<file path="src/hw/rtl/gavg3_pkg.sv">
package gavg3_pkg;

   localparam int MAX_WIDTH = 2048;
   localparam int COL_BITS = $clog2(MAX_WIDTH);
   localparam int PEND_BITS = COL_BITS + 2;
   localparam int ROW_BITS = 16;
   localparam int FRAME_WIDTH_BITS = 12;
   localparam int FRAME_HEIGHT_BITS = 16;

   localparam int CSR_INDEX_BITS = 2;
   localparam int CSR_DATA_BITS = 16;
   localparam logic [CSR_INDEX_BITS-1:0] REG_FRAME_WIDTH = 2'd0;
   localparam logic [CSR_INDEX_BITS-1:0] REG_FRAME_HEIGHT = 2'd1;
   localparam logic [FRAME_WIDTH_BITS-1:0] RESET_FRAME_WIDTH = 12'd640;
   localparam logic [FRAME_HEIGHT_BITS-1:0] RESET_FRAME_HEIGHT = 16'd480;

   localparam logic ACTION_PIXEL = 1'b0;
   localparam logic ACTION_FLUSH = 1'b1;

   // floor(s/3) equals (s*683)>>11 for every s below 2048.
   localparam logic [9:0] GRAY_RECIP = 10'd683;
   localparam int GRAY_SHIFT = 11;

   localparam int SLOT_COUNT = 3;
   localparam logic [1:0] SLOT_LAST = 2'd2;

   localparam int QUEUE_DEPTH = 4;
   localparam int PTR_BITS = $clog2(QUEUE_DEPTH);
   localparam int COUNT_BITS = $clog2(QUEUE_DEPTH + 1);

   typedef struct packed {
      logic       action;
      logic [7:0] red;
      logic [7:0] green;
      logic [7:0] blue;
   } req_type;

   typedef struct packed {
      logic [7:0] filtered_value;
      logic       end_of_row;
      logic       end_of_frame;
   } rsp_type;

   typedef struct packed {
      logic                 clear;
      logic                 single_col;
      logic                 single_row;
      logic [COL_BITS-1:0]  last_col;
      logic [ROW_BITS-1:0]  last_row;
      logic [PEND_BITS-1:0] pend_limit;
   } frame_cfg_type;

   typedef struct packed {
      logic [2:0][2:0][7:0] pix;
      logic                 end_of_row;
      logic                 end_of_frame;
   } window_type;

   function automatic logic [1:0] slot_next(input logic [1:0] s);
      return (s == SLOT_LAST) ? 2'd0 : s + 2'd1;
   endfunction

   function automatic logic [1:0] slot_prev(input logic [1:0] s);
      return (s == 2'd0) ? SLOT_LAST : s - 2'd1;
   endfunction

endpackage

</file>
<file path="src/hw/rtl/gavg3_back.sv">
module gavg3_back import gavg3_pkg::*; (
   input  logic       clock,
   input  logic       reset,
   input  logic       empty,
   input  window_type head,
   output logic       pop,
   output logic       rsp_valid,
   output rsp_type    rsp,
   input  logic       rsp_stall
);

   logic        rsp_valid_ff;
   rsp_type     rsp_ff;
   logic [10:0] mid_sum, corner_twice;
   logic [9:0]  edge_sum, corner_sum;
   logic [12:0] acc;
   logic [7:0]  sat;

   assign pop = !empty && (!rsp_valid_ff || !rsp_stall);

   assign edge_sum = 10'(head.pix[0][1]) + 10'(head.pix[1][0])
                   + 10'(head.pix[1][2]) + 10'(head.pix[2][1]);
   assign corner_sum = 10'(head.pix[0][0]) + 10'(head.pix[0][2])
                     + 10'(head.pix[2][0]) + 10'(head.pix[2][2]);
   assign mid_sum = 11'({head.pix[1][1], 2'b00}) + 11'(edge_sum);
   assign corner_twice = {corner_sum, 1'b0};
   assign acc = 13'(mid_sum) - 13'(corner_twice);

   always_comb begin
      if (acc[12]) begin
         sat = 8'd0;
      end else if (acc[11:8] != 4'd0) begin
         sat = 8'd255;
      end else begin
         sat = acc[7:0];
      end
   end

   always_ff @(posedge clock) begin
      if (reset) begin
         rsp_valid_ff <= 1'b0;
      end else if (pop) begin
         rsp_valid_ff <= 1'b1;
      end else if (!rsp_stall) begin
         rsp_valid_ff <= 1'b0;
      end
   end

   always_ff @(posedge clock) begin
      if (pop) begin
         rsp_ff.filtered_value <= sat;
         rsp_ff.end_of_row <= head.end_of_row;
         rsp_ff.end_of_frame <= head.end_of_frame;
      end
   end

   assign rsp_valid = rsp_valid_ff;
   assign rsp = rsp_ff;

endmodule

</file>
<file path="config.mk">
export PLATFORM = sky130hd
export DESIGN_NAME = gavg3_back
export DESIGN_NICKNAME = d
export VERILOG_FILES = /design/src/hw/rtl/gavg3_pkg.sv /design/src/hw/rtl/gavg3_back.sv
export SDC_FILE = /design/constraint.sdc
export NUM_CORES = 1
export LEC_CHECK = 0
export ABC_AREA = 1
export BUFFER_PORTS_ARGS = -buffer_cell sky130_fd_sc_hd__buf_2
export CAP_MARGIN = 20
export CORE_UTILIZATION = 50
export CTS_BUF_LIST = sky130_fd_sc_hd__clkbuf_16
export CTS_CLUSTER_DIAMETER = 120
export DETAILED_ROUTE_END_ITERATION = 12
export PLACE_DENSITY = 0.8
export SLEW_MARGIN = 40
export SYNTH_ARGS = -nofsm -noshare
export SYNTH_HDL_FRONTEND = slang
export SYNTH_SLANG_ARGS = --single-unit
</file>
<file path="constraint.sdc">
create_clock -name clock -period 8.8 [get_ports clock]
set_clock_uncertainty 0.15 [all_clocks]
set_input_delay 1.32 -clock clock [delete_from_list [all_inputs] [get_ports clock]]
set_output_delay 1.32 -clock clock [all_outputs]
set_load 0.05 [all_outputs]
</file>
After elaboration in Yosys (flattened, before gate mapping)

Cells that the tools add are included.

Register bits after elaboration: 11
Input port bits: 78
Output and inout bits: 12
Word-level logic and storage cells: 22

Add/subtract/negate cells: 8
Eq/ne operators: 1
Multiplexer cells: 3
Reduce and logical (&&, ||, !) cells: 6

Operators by type and width:

| kind                 | count |
|---|---|
| $add A10 B8 Y10      | 2 |
| $add A9 B8 Y10       | 2 |
| $add A8 B8 Y9        | 2 |
| $sub A11 B11 Y12     | 1 |
| $add A10 B10 Y11     | 1 |
| $mux W8              | 1 |
| $reduce_bool A4 Y1   | 1 |
| $logic_not A1 Y1     | 3 |
| $mux W1              | 2 |
| $ne A2 B2 Y1 const B | 1 |
| $logic_and A1 B1 Y1  | 1 |
| $logic_or A1 B1 Y1   | 1 |

Longest topological paths before layout

Depth after elaboration: 7
Depth in mapped cells: 29

Worst setup path before layout

OpenSTA, ideal clock, no wires.

Kind: input to register
From: in head[5] (netlist name)
To: reg rsp_ff (netlist bit rsp[2]), data pin
Setup time: 249 ps
Data arrival time: 6002 ps
Path slack: 2399 ps
Stages on the path: 27
Buffers on the path: 0
Path through: inv_1 > fa_1 > inv_1 > fa_1 > ha_1 > a21oi_1 > nand2_1 > nand2_1 > nand2_1 > a21oi_1 > xor2_1 > inv_1 > fa_1 > fa_1 > fa_1 > inv_1 > ha_1 > nand2_1 > inv_1 > nand2_1 > nand3_1 > nand2_1 > nand2_4 > nor2_8 > nand3_1 > nand2_1 > inv_1

Longest elaborated chain between the ends: 6

RTL lines:

| item                 | RTL line         | text |
|---|---|---|
| from (decl)          | gavg3_back.sv:5  | `input window_type head,` |
| $add A8 B8 Y9 (*)    | gavg3_back.sv:23 | `assign corner_sum = 10'(head.pix[0][0]) + 10'(head.pix[0][2])` |
| $add A9 B8 Y10 (*)   | gavg3_back.sv:24 | `+ 10'(head.pix[2][0]) + 10'(head.pix[2][2]);` |
| $add A10 B8 Y10 (*)  | gavg3_back.sv:24 |  |
| $sub A11 B11 Y12 (*) | gavg3_back.sv:27 | `assign acc = 13'(mid_sum) - 13'(corner_twice);` |
| $reduce_bool A4 Y1   | gavg3_back.sv:32 | `end else if (acc[11:8] != 4'd0) begin` |
| $mux W8              | gavg3_back.sv:32 |  |
| to (decl)            | gavg3_back.sv:13 | `rsp_type rsp_ff;` |

Every way passes the cells marked *; elsewhere a longest branch is shown, timed or not.
A chain may end at the register's enable or synchronous reset.

Final worst setup path

From: in head[5] (netlist name)
To: reg rsp_ff (netlist bit rsp[3]), data pin

Same word-level chain as after synthesis.

==> run metrics <==
CP Max Fanout=8; Worst Path Arrival=6.39 ns; CTS tree=yes; Setup crit start kind=primary input; Setup Total Neg Slack=0 ns; Final Util=65.53%; Pins Over Slew Limit=0; PortBufs=89; YS warnings=0; Setup Viol. Count Final=0; critical path's slowest cell=fa_1; Cell variety after synth=23; post-CTS setup buffers=0; Detailed Place HPWL=4089 µm; largest net degree at the start of global routing=12; initial antenna violation count=0; Critical Path Sink Type=flop; syn_area_per_cell=8.569 µm²; simple-gate portion of the synthesized area=15.93%; final WL=4402 µm; Mapped Cells=297; max_slew headroom=62.95%; Via density=4.560; Max Clk Rate=0.1527 GHz; top cells by area, synth=fa_1 (36%), inv_1 (16%), ha_1 (13%); area leader, netlist=fa_1; antenna-violating nets left=0; GRT overflow=0; adder-cell share of the synthesized area=48.97%; Final GP Congestion=0.8376; DR vias=2,084; mux share of post-synthesis cell area=0%; register area=320.3 µm²; core box area=4817 µm²; 1st-iter DRT viols=42; Synth top area share=36.18%; Total GRT Usage=18.92%; Slew @ Worst Pin=0.5557 ns; Rows=25; Synth Area in XOR/XNOR=3.097%; fin area=3157 µm²; nets=541; root buf cell=clkbuf_16; WL/cell=9.632 µm; fill count=432; htree depth=1; CP required=8.64 ns; post-synthesis compound-gate area fraction=3.638%; vias in the first global route=2,218; Synth Net Count=447; hold depth=2; Worst Slack Setup Final=2.252 ns; register area share after synthesis=12.59%; drt drc=0; Die Wd=73.35 µm; Clock Path Buffers=2; min-delay worst type=flop to flop; starting density of the core=52.83%; # resized after CTS=0; outcome=complete, no violations; clock-pin slew on the worst setup and hold paths=0.04 ns; Num CTS Buffers=3; first-pass GRT wire length=8052 µm; DP Worst Slack=1.987 ns; Crit path top cell by count=nand2_1; Diodes inserted=0; drt pass-1 iters=4; unrepaired setup endpoints after global routing=no; die height=73.35 µm; CTS sink count=11; largest family of logic cells by synthesized area=adder cells; # IOs=90; Seq cells post-synth=11; Final period util=74.41%; Post-Syn Area=2545 µm²; die area=5379 µm²; worst-skew pair later-pin latency=0.23 ns; hold_buf cts=0; Area growth, synth to finish=24.04%; post-place instance area=3078 µm²; Final Critical Period=6.548 ns; max cap viols=0; share of layout cells above drive strength 1=27.44%; Fin. Hold Viols=0; crit path kind=primary input to flop; area of the multi-input gates=1827 µm²; R2R depth=1; Max stage delay on crit path=0.54 ns
-- final timing paths --
kind                  start   endpoint  slack, ns
setup / recovery    head[5]     rsp[3]       2.25
hold / removal    rsp_valid  rsp_valid       0.32
setup reg to reg  rsp_valid     rsp[7]       7.50
hold reg to reg   rsp_valid  rsp_valid       0.32
-- Yosys cell counts --
master	instances
nand4_1	2
ha_1	26
dfxtp_1	1
nor2_8	1
o211ai_1	2
o21bai_1	1
nand2_4	2
nand2_2	6
nand3_1	17
nand3_2	2
nand3b_1	1
nand2_1	42
xnor2_1	2
fa_1	46
xor2_1	7
nor2_1	5
inv_2	1
a21oi_1	14
nor2_2	1
nor3_1	1
edfxtp_1	10
nand4_2	1
inv_1	106
-- critical path: cells and delay by family --
family,cells,cell delay (ns)
and+or+nand+nor,11,1.01
adders and majority gates,7,3.20
buffers and inverters,7,0.37
xor gates and xnor gates,1,0.17
AOI/OAI and AO/OA,2,0.30
-- cells by family after synthesis --
kind of cell / Yosys count
buf+inv: 107
simple gates: 81
fa+ha+maj: 72
compound gates: 17
flops: 11
xor+xnor: 9
-- cell type report --
class | instances | share of cell area, %
Sequential cell | 11 | 10.15
Clock buffer | 3 | 2.378
Tap cell | 67 | 2.656
Clock inverter | 1 | 0.1189
Multi-Input combinational cell | 179 | 57.87
Inverter | 107 | 12.72
Timing Repair Buffer | 89 | 14.11
-- placed cells by master, fill, tap and decap left out, drive strengths merged, types with 3 or more instances in the layout --
| cell type | count |
|---|---|
| ha | 26 |
| nor2 | 7 |
| buf | 89 |
| clkbuf | 3 |
| inv | 108 |
| nand3 | 19 |
| a21oi | 14 |
| xor2 | 7 |
| nand4 | 3 |
| fa | 46 |
| edfxtp | 10 |
| nand2 | 50 |
-- sequential cells by signal (all words and copies together), names as in the netlist --
name,cells
rsp,10
rsp_valid,1
-- metal layers --
metal | global-route usage [%] | vias to the layer above | wire [µm]
li1 | - | 1057 | -
met1 | 20.95 | 944 | 1838
met2 | 36.83 | 73 | 2246
met3 | 3.567 | 10 | 235
met4 | 4.701 | 0 | 81
met5 | 0 | - | 0
-- through the flow --
step	hold WS, ns	instances
after CTS	0.3244	457
after global routing	0.3356	457
after global placement	0.2967	453
after detailed placement	0.3210	453
final	0.3199	457
after floorplan	0.5210	297
Power is left out: the tool's default activity adds up to more than one toggle a clock period on the data nets, which glitch-free logic cannot reach.
