===== config.mk =====
export PLATFORM = sky130hd
export DESIGN_NAME = gavg3_queue
export DESIGN_NICKNAME = d
export VERILOG_FILES = /design/src/hw/rtl/gavg3_pkg.sv /design/src/hw/rtl/gavg3_queue.sv
export SDC_FILE = /design/constraint.sdc
export NUM_CORES = 1
export LEC_CHECK = 0
export BUFFER_PORTS_ARGS = -buffer_cell sky130_fd_sc_hd__buf_2
export CAP_MARGIN = 15
export CELL_PAD_IN_SITES_DETAIL_PLACEMENT = 0
export CELL_PAD_IN_SITES_GLOBAL_PLACEMENT = 1
export CORE_MARGIN = 3
export CORE_UTILIZATION = 25
export DETAILED_ROUTE_END_ITERATION = 8
export GPL_TIMING_DRIVEN = 0
export HOLD_SLACK_MARGIN = 0.03
export PLACE_DENSITY = 0.56
export REMOVE_ABC_BUFFERS = 1
export SLEW_MARGIN = 20
export SYNTH_ARGS = -nofsm -noshare
export SYNTH_HDL_FRONTEND = slang
export SYNTH_SLANG_ARGS = --single-unit

===== constraint.sdc =====
create_clock -name clock -period 7.2 [get_ports clock]
set_clock_uncertainty 0.15 [all_clocks]
set_input_delay 1.44 -clock clock [delete_from_list [all_inputs] [get_ports clock]]
set_output_delay 1.44 -clock clock [all_outputs]
set_load 0.005 [all_outputs]

===== src/hw/rtl/gavg3_pkg.sv =====
package gavg3_pkg;

   localparam int MAX_WIDTH = 2048;
   localparam int COL_BITS = $clog2(MAX_WIDTH);
   localparam int PEND_BITS = COL_BITS + 2;
   localparam int ROW_BITS = 16;
   localparam int FRAME_WIDTH_BITS = 12;
   localparam int FRAME_HEIGHT_BITS = 16;

   localparam int CSR_INDEX_BITS = 2;
   localparam int CSR_DATA_BITS = 16;
   localparam logic [CSR_INDEX_BITS-1:0] REG_FRAME_WIDTH = 2'd0;
   localparam logic [CSR_INDEX_BITS-1:0] REG_FRAME_HEIGHT = 2'd1;
   localparam logic [FRAME_WIDTH_BITS-1:0] RESET_FRAME_WIDTH = 12'd640;
   localparam logic [FRAME_HEIGHT_BITS-1:0] RESET_FRAME_HEIGHT = 16'd480;

   localparam logic ACTION_PIXEL = 1'b0;
   localparam logic ACTION_FLUSH = 1'b1;

   // floor(s/3) equals (s*683)>>11 for every s below 2048.
   localparam logic [9:0] GRAY_RECIP = 10'd683;
   localparam int GRAY_SHIFT = 11;

   localparam int SLOT_COUNT = 3;
   localparam logic [1:0] SLOT_LAST = 2'd2;

   localparam int QUEUE_DEPTH = 4;
   localparam int PTR_BITS = $clog2(QUEUE_DEPTH);
   localparam int COUNT_BITS = $clog2(QUEUE_DEPTH + 1);

   typedef struct packed {
      logic       action;
      logic [7:0] red;
      logic [7:0] green;
      logic [7:0] blue;
   } req_type;

   typedef struct packed {
      logic [7:0] filtered_value;
      logic       end_of_row;
      logic       end_of_frame;
   } rsp_type;

   typedef struct packed {
      logic                 clear;
      logic                 single_col;
      logic                 single_row;
      logic [COL_BITS-1:0]  last_col;
      logic [ROW_BITS-1:0]  last_row;
      logic [PEND_BITS-1:0] pend_limit;
   } frame_cfg_type;

   typedef struct packed {
      logic [2:0][2:0][7:0] pix;
      logic                 end_of_row;
      logic                 end_of_frame;
   } window_type;

   function automatic logic [1:0] slot_next(input logic [1:0] s);
      return (s == SLOT_LAST) ? 2'd0 : s + 2'd1;
   endfunction

   function automatic logic [1:0] slot_prev(input logic [1:0] s);
      return (s == 2'd0) ? SLOT_LAST : s - 2'd1;
   endfunction

endpackage


===== src/hw/rtl/gavg3_queue.sv =====
module gavg3_queue import gavg3_pkg::*; (
   input  logic                  clock,
   input  logic                  reset,
   input  logic                  push,
   input  window_type            push_data,
   input  logic                  pop,
   output logic                  empty,
   output window_type            head,
   output logic [COUNT_BITS-1:0] count
);

   window_type            entry_ff [QUEUE_DEPTH];
   logic [PTR_BITS-1:0]   wr_ptr_ff, rd_ptr_ff;
   logic [COUNT_BITS-1:0] count_ff;

   assign empty = (count_ff == '0);
   assign head = entry_ff[rd_ptr_ff];
   assign count = count_ff;

   always_ff @(posedge clock) begin
      if (reset) begin
         wr_ptr_ff <= '0;
         rd_ptr_ff <= '0;
         count_ff <= '0;
      end else begin
         if (push) begin
            wr_ptr_ff <= wr_ptr_ff + PTR_BITS'(1);
         end
         if (pop) begin
            rd_ptr_ff <= rd_ptr_ff + PTR_BITS'(1);
         end
         count_ff <= count_ff + COUNT_BITS'(push) - COUNT_BITS'(pop);
      end
   end

   always_ff @(posedge clock) begin
      if (push) begin
         entry_ff[wr_ptr_ff] <= push_data;
      end
   end

endmodule


# [Word-level counts from Yosys, hierarchy flattened]
# Memory sizes are Yosys's and may differ from the RTL's. A register that Yosys moved wholly into a read port is not among the register bits.
# Cells that the tools add are included.
[totals] register_bits=7 wordCells=13 mem_count=1 mem_bits_rw=296
[op_classes] n_mux=4 n_addsub=4 n_reduce_logical=1
[memory_table] name="entry_ff" depth=4 width=74 rd=1 rd_clocked_by_memory_dff=1 write_ports=1 line_no="gavg3_queue.sv:12" source="window_type entry_ff [QUEUE_DEPTH];"
[op_table] cell="2-bit by 1-bit adder with 2-bit output, second input constant" count=2
[op_table] cell="2-bit two-way mux" count=2
[op_table] cell="3-bit by 1-bit adder with 3-bit output" count=1
[op_table] cell="3-bit zero test" count=1
[op_table] cell="3-bit by 1-bit subtractor with 3-bit output" count=1
[op_table] cell="1-bit two-way mux" count=2

# [Logic depth before layout (Yosys ltp)]
# Gate-level depths: netlist of the first run.
[logic_depth] depth_word=3 mapped_depth=7 mapped_depth_nobuf=7

# [Worst setup path after synthesis of the first run]
# OpenSTA, ideal clock, no wires.
[synth_timing] path_kind="in2reg" startpoint="input port push" endpoint="memory entry_ff[0][0] in the netlist's numbering, enable pin" setup_time_ns=0.440 path_stages=1 slack_ns=3.441 arrival_time_ns=3.169 required_time_ns=6.610 cell_sequence="and2_1"
[synth_via] elab_chain_cells=2
[synth_rtl] item="start: declaration" line_no="gavg3_queue.sv:4" source="input logic push,"
[synth_rtl] item="1-bit two-way mux" line_no="gavg3_queue.sv:37" source="if (push) begin"
[synth_rtl] item="1-bit two-way mux (not written as such)" line_no="gavg3_queue.sv:38" source="entry_ff[wr_ptr_ff] <= push_data;"
[synth_rtl] item="end: declaration" line_no="gavg3_queue.sv:12"
# No other way between the ends.

==> impl_results.md, run 1 <==
* Max-cap violations at 0
* Clock power frac at 39.9%
* Largest stage delay on the critical path at 720 ps
* 1st-iter DRT viols at 240
* Post-synth top area cell: edfxtp_1
* VDD IR max at 0.175 mV
* Layout cells sized above 1 at 45.2%
* Dpl ws at 3780 ps
* Clk_lat worst skew at 520 ps
* Startpoint types: flop
* Total Nets Final at 698
* Crit path time final at 3870 ps
* TritonCTS clock tree: yes
* Flop pwr share at 51.3%
* Max clock buf depth at 3
* Vias at 4954
* Post-synth top area share at 80.0%
* Synth cell types at 20
* 1st-pass router iterations at 4
* Area post-placement at 12800 um^2
* Max Slew Vio Count at 0
* Lkg Pwr at 4.55 nW
* Cell Int Power at 3.17 mW
* Sw power at 872 uW
* HPWL Detailed at 13.6 mm
* Drt wl/cell at 18.4 um
* H-tree depth at 2
* Fmax at 258 MHz
* Initial antenna violation count at 1
* Number of synthesized register bits at 305
* IO Pins at 156
* Crit path kind: reg -> out
* Hold Buf Count CTS at 0
* Row count at 76
* Sw Ratio at 21.6%
* Post CTS Setup Buffer Count at 0
* Fillcell total at 4230
* CTS Root Cell: clkbuf_16
* CP Buf/Inv Count at 2
* RSZ-0062 raised after global routing: false
* Cts bufs inserted at 35
* Core ar. at 43500 um^2
* Post-Layout Inst Area at 13800 um^2
* Worst path slowest cell: dfxtp_4
* Vias/cell at 4.04
* Top cell family by delay on the critical path: flip-flops
* Worst hold slack at 376 ps
* Chip height at 217 um
* Vias in the first global route at 5717
* Synthesized area at 11100 um^2
* Worst rel slew slack at 55.6%
* Clock-pin slew on the worst setup and hold paths at 60 ps
* Critical path required time at 5610 ps
* Total wire length at 22.5 mm
* Final ANT Viol Nets at 0
* Hold Path Class: reg -> reg
* CP arrival at 2280 ps
* Worst setup margin at 3330 ps
* Final cycle utilization of the critical path at 53.8%
* Grt total ovfl at 0
* Die area at 47000 um^2
* Crit path cell chain: buf_16 -> mux4_2 -> buf_2
* Combinational share of power at 8.8%
* Die X at 217 um
* Ranking of synthesized cells by area: edfxtp_1 80%, mux4_2 15%, dfxtp_1 1.6%
* Fin cells at 1225
* Run status: finished clean
* Sequential-to-total area share from yosys stat at 81.6%
* GRT Resource Usage Total at 9.80%
* Final setup vio count at 0
* GP Congestion at 0.642
* Synth warn at 0
* Final hold vios at 0
* CP Capture Type: output pin
* Post-route DRC at 0
* First-pass GRT wire length at 34.6 mm
* Crit path max fanout at 28
* Starting density of the core at 25.6%
* # port buffers at 155
* Num Clock Sinks at 305
* Worst slew pin tran at 666 ps
* Power per cell area at 293 nW/um^2
* Post-CTS Resized at 0
* Mean Syn Cell Area at 26.0 um^2
* Mapped Cells at 427
* Cell total after placement at 1161
* Syn-to-layout area delta at 24.1%
* Pin count of the biggest net entering global routing at 41
==> synthesized netlist by cell type <==
cell type	instances
buf_6	7
edfxtp_1	296
xor3_1	1
fa_1	1
buf_4	1
a21oi_1	1
mux4_2	74
a21bo_2	1
clkbuf_1	1
ha_1	6
mux2i_1	1
nand3b_1	1
nor2_1	5
nor3_1	1
and2_1	4
xnor2_1	2
dfxtp_1	9
buf_2	7
inv_1	6
nor2b_1	2
==> logic make-up after synthesis <==
logic type	synth area share, %
simple gates	0.619
buf+inv	1.33
mux	15.1
compound gates	0.135
fa+ha+maj	0.856
xor+xnor	0.372
flops	81.6
==> power by group through the flow <==
stage / Clock, mW / Combinational, mW / Sequential, mW
finish: 1.61 / 0.355 / 2.07
global route: 1.76 / 0.394 / 2.08
CTS: 1.69 / 0.372 / 2.08
detailed placement: 0 / 0.371 / 2.11
global placement: 0 / 0.338 / 2.15
floorplan: 0 / 0.176 / 2.12
==> worst min-delay path, cell delays in order, from the launching register on <==
cell and delay (ps):
dfxtp_1 310, nand3b_1 100, a21oi_1 70
==> path summary, 6_finish.rpt <==
check	start	to	slack, ps	depth (start not counted)
worst min-delay path	rd_ptr_ff[1]	flop	380	2
worst max-delay path	flop	head[46]	3330	3
worst max register to register	wr_ptr_ff[0]	entry_ff[2][65]	5210	4
worst min register to register	rd_ptr_ff[1]	flop	380	2
==> layout make-up <==
class                   instances  area [um^2]  area share [%]
multi-input cells             100         1910            13.8
inverters                       6         22.5           0.163
repair buffers                165         1010            7.35
clock inverters                15         71.3           0.517
clock buffers                  48          967            7.01
well taps                     585          732            5.31
flip-flops and latches        305         9080            65.8
diodes                          1         2.50          0.0181
==> cells in the final DEF (no fill, tap or decap), types with 2 or more instances in the layout <==
cell and instances:
clkinv_2 4, nor2_1 5, clkbuf_1 11, mux4_2 74, buf_16 5, xnor2_1 2
dfxtp_1 7, inv_1 6, buf_2 155, edfxtp_1 296, dfxtp_4 2, and2_4 4
clkinv_1 9, ha_1 6, buf_12 5, clkbuf_16 37, nor2b_1 2
==> layer usage <==
metal	up-vias	track usage, %	routed length, um
met5	-	0	7
met4	2	3.37	617
met1	2572	12.5	9710
met2	132	15.9	10900
li1	2202	-	-
met3	46	3.18	1340
==> through the flow <==
step	util [%]	TNS, ps	total power [mW]
finish	31.7	0	4.04
floorplan	-	0	2.30
global placement	28.8	-8620	2.49
global route	31.7	0	4.24
CTS	31.7	0	4.13
detailed placement	29.3	0	2.48
==> flip-flops by register name (all words and copies together) (netlist names), named ones only <==
| signal | count |
|---|---|
| count | 3 |
| entry_ff | 296 |
| rd_ptr_ff | 2 |
| wr_ptr_ff | 2 |
Power figures use the tool's default switching activity.
==> run 2, diff against run 1 <==
- PLACE_DENSITY: 0.56 -> 0.58
- clock period: 7.2 -> 3.19 ns (I/O delays scaled with it)
==> run 2 against run 1 <==
Net effect: routed wire length grew 3.4%; cell area grew 0.49%; combinational power grew 130%; register-to-register slack lost 4000 ps; flip-flop and latch count is the same; core utilization grew 0.16 points; largest power group unchanged.
==> impl_results.md, run 2 (synthesis results as in run 1) <==
* Row count at 76 (unchanged)
* Total wire length at 23.3 mm (+3.4%)
* Final ANT Viol Nets at 0 (unchanged)
* Area post-placement at 12800 um^2 (+0.22%)
* Die area at 47000 um^2 (unchanged)
* Final hold vios at 0 (unchanged)
* 1st-pass router iterations at 4 (unchanged)
* Power per cell area at 665 nW/um^2 (+130%)
* Drt wl/cell at 19.0 um (+3.5%)
* GRT Resource Usage Total at 10.1% (+0.26 points)
* Total Nets Final at 701 (+0.43%)
* Combined area of the multi-input logic cells at 1910 um^2 (unchanged)
* IO Pins at 156 (unchanged)
* VDD IR max at 0.357 mV (+100%)
* RSZ-0062 raised after global routing: false
* Crit path kind: reg -> out
* Grt total ovfl at 0 (unchanged)
* Clk_lat worst skew at 520 ps (about the same)
* Post-CTS Resized at 0 (unchanged)
* Worst slew pin tran at 612 ps (-53.4 ps)
* Crit path time final at 2960 ps
* Die X at 217 um (unchanged)
* Initial antenna violation count at 1 (unchanged)
* Vias/cell at 4.05 (about the same)
* Pwr Total at 9.22 mW (+130%)
* Max Slew Vio Count at 0 (unchanged)
* H-tree depth at 2 (unchanged)
* Hold Buf Count CTS at 0 (unchanged)
* Crit path max fanout at 29 (+3.6%)
* TritonCTS clock tree: yes
* Layout cells sized above 1 at 46.1% (+0.85 points)
* Ant. Diodes at 0 (-1)
* Fillcell total at 4190 (-0.95%)
* Final setup vio count at 0 (unchanged)
* Max FFs per register at 296 (unchanged)
* Fmax at 338 MHz
* Commonest non-fill, non-tap cells in the layout: 296 x edfxtp_1, 155 x buf_2, 74 x mux4_2
* Worst rel slew slack at 59.2% (+3.6 points)
* CP Capture Type: output pin
* Cell total after placement at 1162 (+0.086%)
* Chip height at 217 um (unchanged)
* First-pass GRT wire length at 35.3 mm (+1.8%)
* Critical path required time at 2400 ps (-3210 ps)
* Lkg Pwr at 4.58 nW (+0.67%)
* Run status: finished clean
* Hold Path Class: in -> reg
* Fin cells at 1223 (-0.16%)
* Worst hold path depth at 1 (-1)
* Max-cap violations at 0 (unchanged)
* Dpl ws at 514 ps (-3270 ps)
* # port buffers at 155 (unchanged)
* Num Clock Sinks at 305 (unchanged)
* Most common cell after layout, fill and taps aside: edfxtp_1
* Syn-to-layout area delta at 24.7%
* Cts bufs inserted at 36 (+2.9%)
* HPWL Detailed at 13.7 mm (+0.11%)
* Pin count of the biggest net entering global routing at 42 (+2.4%)
* Core ar. at 43500 um^2 (unchanged)
* Register Area at 9080 um^2 (unchanged)
* Startpoint types: flop
* Vias at 4948 (-0.12%)
* Top reg by flops: entry_ff
* Starting density of the core at 25.6% (unchanged)
* Cells on worst reg2reg path at 3 (-1)
* Vias in the first global route at 5538 (-3.1%)
* Worst setup margin at 229 ps (-3100 ps)
* Max clock buf depth at 3 (unchanged)
* 1st-iter DRT viols at 243 (+1.3%)
* GP Congestion at 0.637 (-0.75%)
* Post-route DRC at 0 (unchanged)
* Post CTS Setup Buffer Count at 1 (+1)
* Post-Layout Inst Area at 13900 um^2 (+0.49%)
* CTS Root Cell: clkbuf_16
* Final cycle utilization of the critical path at 92.8%
* CP arrival at 2170 ps (-110 ps)
* Clock-pin slew on the worst setup and hold paths at 60 ps (about the same)
[run 2: cell types whose count changed in the layout (fill, tap and decap cells not counted), sizes merged]
| cell | delta |
|---|---|
| diode | -1 |
| clkinv | -8 |
| clkbuf | +5 |
| inv | -1 |
| clkinvlp | +1 |
| buf | +2 |
[run 2: worst paths after layout]
| check | from | endpoint | slack, ps |
|---|---|---|---|
| min reg2reg | rd_ptr_ff[1] | flop | 410 |
| max reg2reg | wr_ptr_ff[0] | entry_ff[3][63] | 1200 |
| min | push_data[70] | entry_ff[2][70] | 180 |
| max | flop | head[23] | 230 |
[run 2: layout make-up]
type,instances,area share [%]
Clock buffer,53,7.40
Inverter,6,0.162
Clock inverter,7,0.253
Multi-Input combinational cell,100,13.8
Sequential cell,305,65.5
Tap cell,585,5.28
Timing Repair Buffer,167,7.66
[run 2: power by group]
group	internal [mW]	leakage [nW]	switching, mW	total [mW]
combinational	0.428	1.27	0.403	0.831
sequential	4.61	2.79	0.0661	4.67
clock	2.21	0.518	1.51	3.72
total	7.24	4.58	1.97	9.22
[run 2: per-layer routing]
| metal | global-route usage [%] | share of wire (%) |
|---|---|---|
| met5 | 0 | 0.082 |
| met4 | 3.02 | 2.2 |
| met3 | 3.27 | 5.6 |
| met2 | 16.4 | 48 |
| met1 | 12.9 | 44 |
[run 2: stage by stage]
stage               setup TNS, ps  hold WS (ps)  utilization (%)
floorplan                 -102490           342                -
global placement          -771810           375             28.8
detailed placement              0           392             29.4
CTS                             0           132             31.9
global route                    0           147             31.9
finish                          0           183             31.9
[run 2: worst max-delay path, stage by stage (launching register included)]
cell	delay, ps
dfxtp_4	590
buf_16	290
mux4_2	580
buf_2	150
==> run 3, diff against run 2 <==
- ABC_AREA: default -> 1
- PLACE_DENSITY: 0.58 -> 0.6
==> run 3 against run 2 <==
Net effect: cell area is 6.0% higher; first-iteration DRC count is 22% higher; highest routed layer unchanged; register-to-register slack better by 100 ps; largest cell class unchanged; largest power group unchanged; clock power is 3% higher; sequential share of layout area is 3.7 points lower.
==> impl_results.md, run 3 <==
* Post-Layout Inst Area at 14700 um^2 (+6.0%)
* CP Buf/Inv Count at 2 (unchanged)
* Post-synth top area cell: edfxtp_1
* Synth Area in Simple Gates at 5.00% (+4.4 points)
* Clock-pin slew on the worst setup and hold paths at 60 ps (about the same)
* Dpl ws at 730 ps (+217 ps)
* Lkg Pwr at 5.60 nW (+22%)
* Worst rel slew slack at 62.7% (+3.5 points)
* Worst slew pin tran at 559 ps (-53.1 ps)
* Power per cell area at 630 nW/um^2 (-5.3%)
* Post-route DRC at 0 (unchanged)
* Sequential-to-total area share from yosys stat at 74.7% (-6.9 points)
* Total wire length at 25.1 mm (+7.8%)
* RSZ-0062 raised after global routing: false
* Ys flop type: edfxtp_1
* Largest family of logic cells by synthesized area: compound AO/OA/AOI/OAI gates
* Worst setup margin at 402 ps (+172 ps)
* Combinational share of power at 8.5% (-0.5 points)
* Async set or reset register ratio after synthesis at 0% (unchanged)
* Levels on crit path at 5 (+2)
* Post-Synth XOR/XNOR Area at 0% (-0.37 points)
* Sw Ratio at 22.1% (+0.66 points)
* Max-cap violations at 0 (unchanged)
* Hold Path Class: in -> reg
* Mux cell area share after synthesis at 0% (-15 points)
* Worst path slowest cell: dfxtp_4
* Compound-gate portion of the synthesized area at 11.3% (+11 points)
* Top cell family by delay on the critical path: flip-flops
* Worst hold slack at 153 ps (-29.7 ps)
* Crit path time final at 2790 ps (-172 ps)
* Number of synthesized register bits at 305 (unchanged)
* Setup TNS at 0 ps (unchanged)
* EDFF count, synth at 296 (unchanged)
* Syn-to-layout area delta at 21.0%
* Run status: finished clean
* Hold wc startpoint: reset
* Ranking of synthesized cells by area: edfxtp_1 73%, inv_1 5.1%, nand2_1 4.8%
* Sw power at 2.04 mW (+3.5%)
* H-tree depth at 2 (unchanged)
* # port buffers at 155 (unchanged)
* Crit path kind: reg -> out
* Drt wl/cell at 14.7 um (-23%)
* Total Nets Final at 1156 (+65%)
* Area post-placement at 13600 um^2 (+6.3%)
* Die area at 51200 um^2 (+9.0%)
* Max clock buf depth at 3 (unchanged)
* Final hold vios at 0 (unchanged)
* Cell total after placement at 1648 (+42%)
* HPWL Detailed at 14.6 mm (+6.6%)
* Mean Syn Cell Area at 13.2 um^2 (-49%)
* WHS Endpoint: count[0]
* GRT Resource Usage Total at 9.63% (-0.43 points)
* Post-synth top area share at 73.2% (-6.8 points)
* Reg2reg end: entry_ff[0][65]
* Worst hold path depth at 2 (+1)
* Layout cells sized above 1 at 20.2% (-26 points)
* Pin count of the biggest net entering global routing at 81 (+93%)
* Starting density of the core at 25.4% (-0.20 points)
* Commonest non-fill, non-tap cells in the layout: 296 x edfxtp_1, 160 x inv_1, 156 x nand2_1
* Max Slew Vio Count at 0 (unchanged)
* Fmax at 359 MHz (+6.2%)
* Crit path cell chain: buf_16 -> a21oi_1 -> o21ai_1 -> nand2_1 -> buf_2
* CP Capture Type: output pin
* Cts bufs inserted at 35 (-2.8%)
* CP arrival at 2000 ps (-170 ps)
* Vias at 7053 (+43%)
* Ant. Diodes at 0 (unchanged)
* Chip height at 226 um (+4.4%)
* Vias/cell at 4.13 (+2.1%)
* Max FFs per register at 296 (unchanged)
* Core ar. at 47800 um^2 (+10%)
* Hold Buf Count CTS at 0 (unchanged)
* TritonCTS clock tree: yes
* Register-to-Register Setup Slack at 1300 ps (+100 ps)
* Fin cells at 1707 (+40%)
* Vias in the first global route at 6634 (+20%)
* Post-Synth Adder-Cell Area at 0.783% (-0.072 points)
* First-pass GRT wire length at 37.5 mm (+6.5%)
* Post CTS Setup Buffer Count at 0 (-1)
* Crit path max fanout at 80 (+180%)
* Clk_lat worst skew at 520 ps (about the same)
* Grt total ovfl at 0 (unchanged)
* 1st-iter DRT viols at 297 (+22%)
* Most common cell after layout, fill and taps aside: edfxtp_1
* VDD IR max at 0.359 mV (+0.72%)
* Most frequent cell after synthesis: edfxtp_1
* Synth warn at 0 (unchanged)
* Synthesized area at 12100 um^2 (+9.2%)
* Post-CTS Resized at 0 (unchanged)
* FF-to-FF Start: wr_ptr_ff[0]
* Num Clock Sinks at 305 (unchanged)
* IO Pins at 156 (unchanged)
* Flop pwr share at 50.2% (-0.5 points)
* Synth cell types at 19 (-5.0%)
* Top reg by flops: entry_ff
* Final cycle utilization of the critical path at 87.4% (-5.4 points)
* Initial antenna violation count at 3 (+2)
* Startpoint types: flop
* Row count at 80 (+5.3%)
* Mapped Cells at 918 (+110%)
* Critical path required time at 2400 ps (about the same)
* 1st-pass router iterations at 4 (unchanged)
* GP Congestion at 0.638 (+0.16%)
* Final ANT Viol Nets at 0 (unchanged)
* Cells on worst reg2reg path at 5 (+2)
* Most frequent cells after synthesis: 296 x edfxtp_1, 164 x inv_1, 156 x nand2_1, 80 x a21oi_1, 68 x o211ai_1
* Cell Int Power at 7.21 mW (-0.43%)
* Die X at 226 um (+4.4%)
* CTS Root Cell: clkbuf_16
* Largest stage delay on the critical path at 670 ps (+80 ps)
* Clock power frac at 41.3% (+1.0 points)
* Final setup vio count at 0 (unchanged)
## run 3: changes by cell type after synthesis, moves of 6 or more
cell,delta
inv_1,+158
o211ai_2,+6
a21oi_1,+79
o21ai_0,+48
nand2_1,+156
o211ai_1,+68
buf_6,+14
mux4_2,-74
o21ai_1,+30
buf_2,+15
## run 3: cells by family (layout without fill, tap and decap cells)
kind of cell | Yosys count | after routing
compound gates | 232 | 232
fa+ha+maj | 7 | 7
buf+inv | 213 | 387
flops | 305 | 305
simple gates | 161 | 161
## run 3: area by class of cell
class / count / area (um^2)
Sequential cell: 305 / 9080
Multi-Input combinational cell: 400 / 2080
Inverter: 164 / 636
Clock inverter: 16 / 144
Fill cell: 4802 / 33200
Tap cell: 615 / 769
Timing Repair Buffer: 165 / 1040
Clock buffer: 42 / 945
## run 3: stage by stage
step | power [mW] | utilization [%]
floorplan | 5.14 | -
global placement | 5.58 | 27.8
detailed placement | 5.55 | 28.4
CTS | 9.45 | 30.7
global route | 9.72 | 30.7
finish | 9.26 | 30.7
## run 3: worst max path at each step
stage | startpoint | end | slack (ps)
2_1_floorplan | flop | head[10] | -3160
3_3_place_gp | flop | head[10] | -6210
3_5_place_dp | flop | head[65] | 730
4_1_cts | flop | head[65] | 140
5_1_grt | flop | head[65] | 150
6_report | flop | head[65] | 400
## run 3: power groups by stage
stage / Combinational, mW / Clock (mW) / Sequential [mW]
2_1_floorplan: 0.357 / 0 / 4.79
3_3_place_gp: 0.725 / 0 / 4.85
3_5_place_dp: 0.804 / 0 / 4.74
4_1_cts: 0.805 / 3.99 / 4.66
5_1_grt: 0.907 / 4.15 / 4.67
6_report: 0.788 / 3.82 / 4.65
## run 3: layer usage
metal	up-vias	part of all wire, %	track usage [%]
met5	-	0.16	0
met4	6	2.3	3.24
met3	46	7.1	3.52
met2	145	47	15.7
met1	3358	44	11.9
li1	3498	-	-
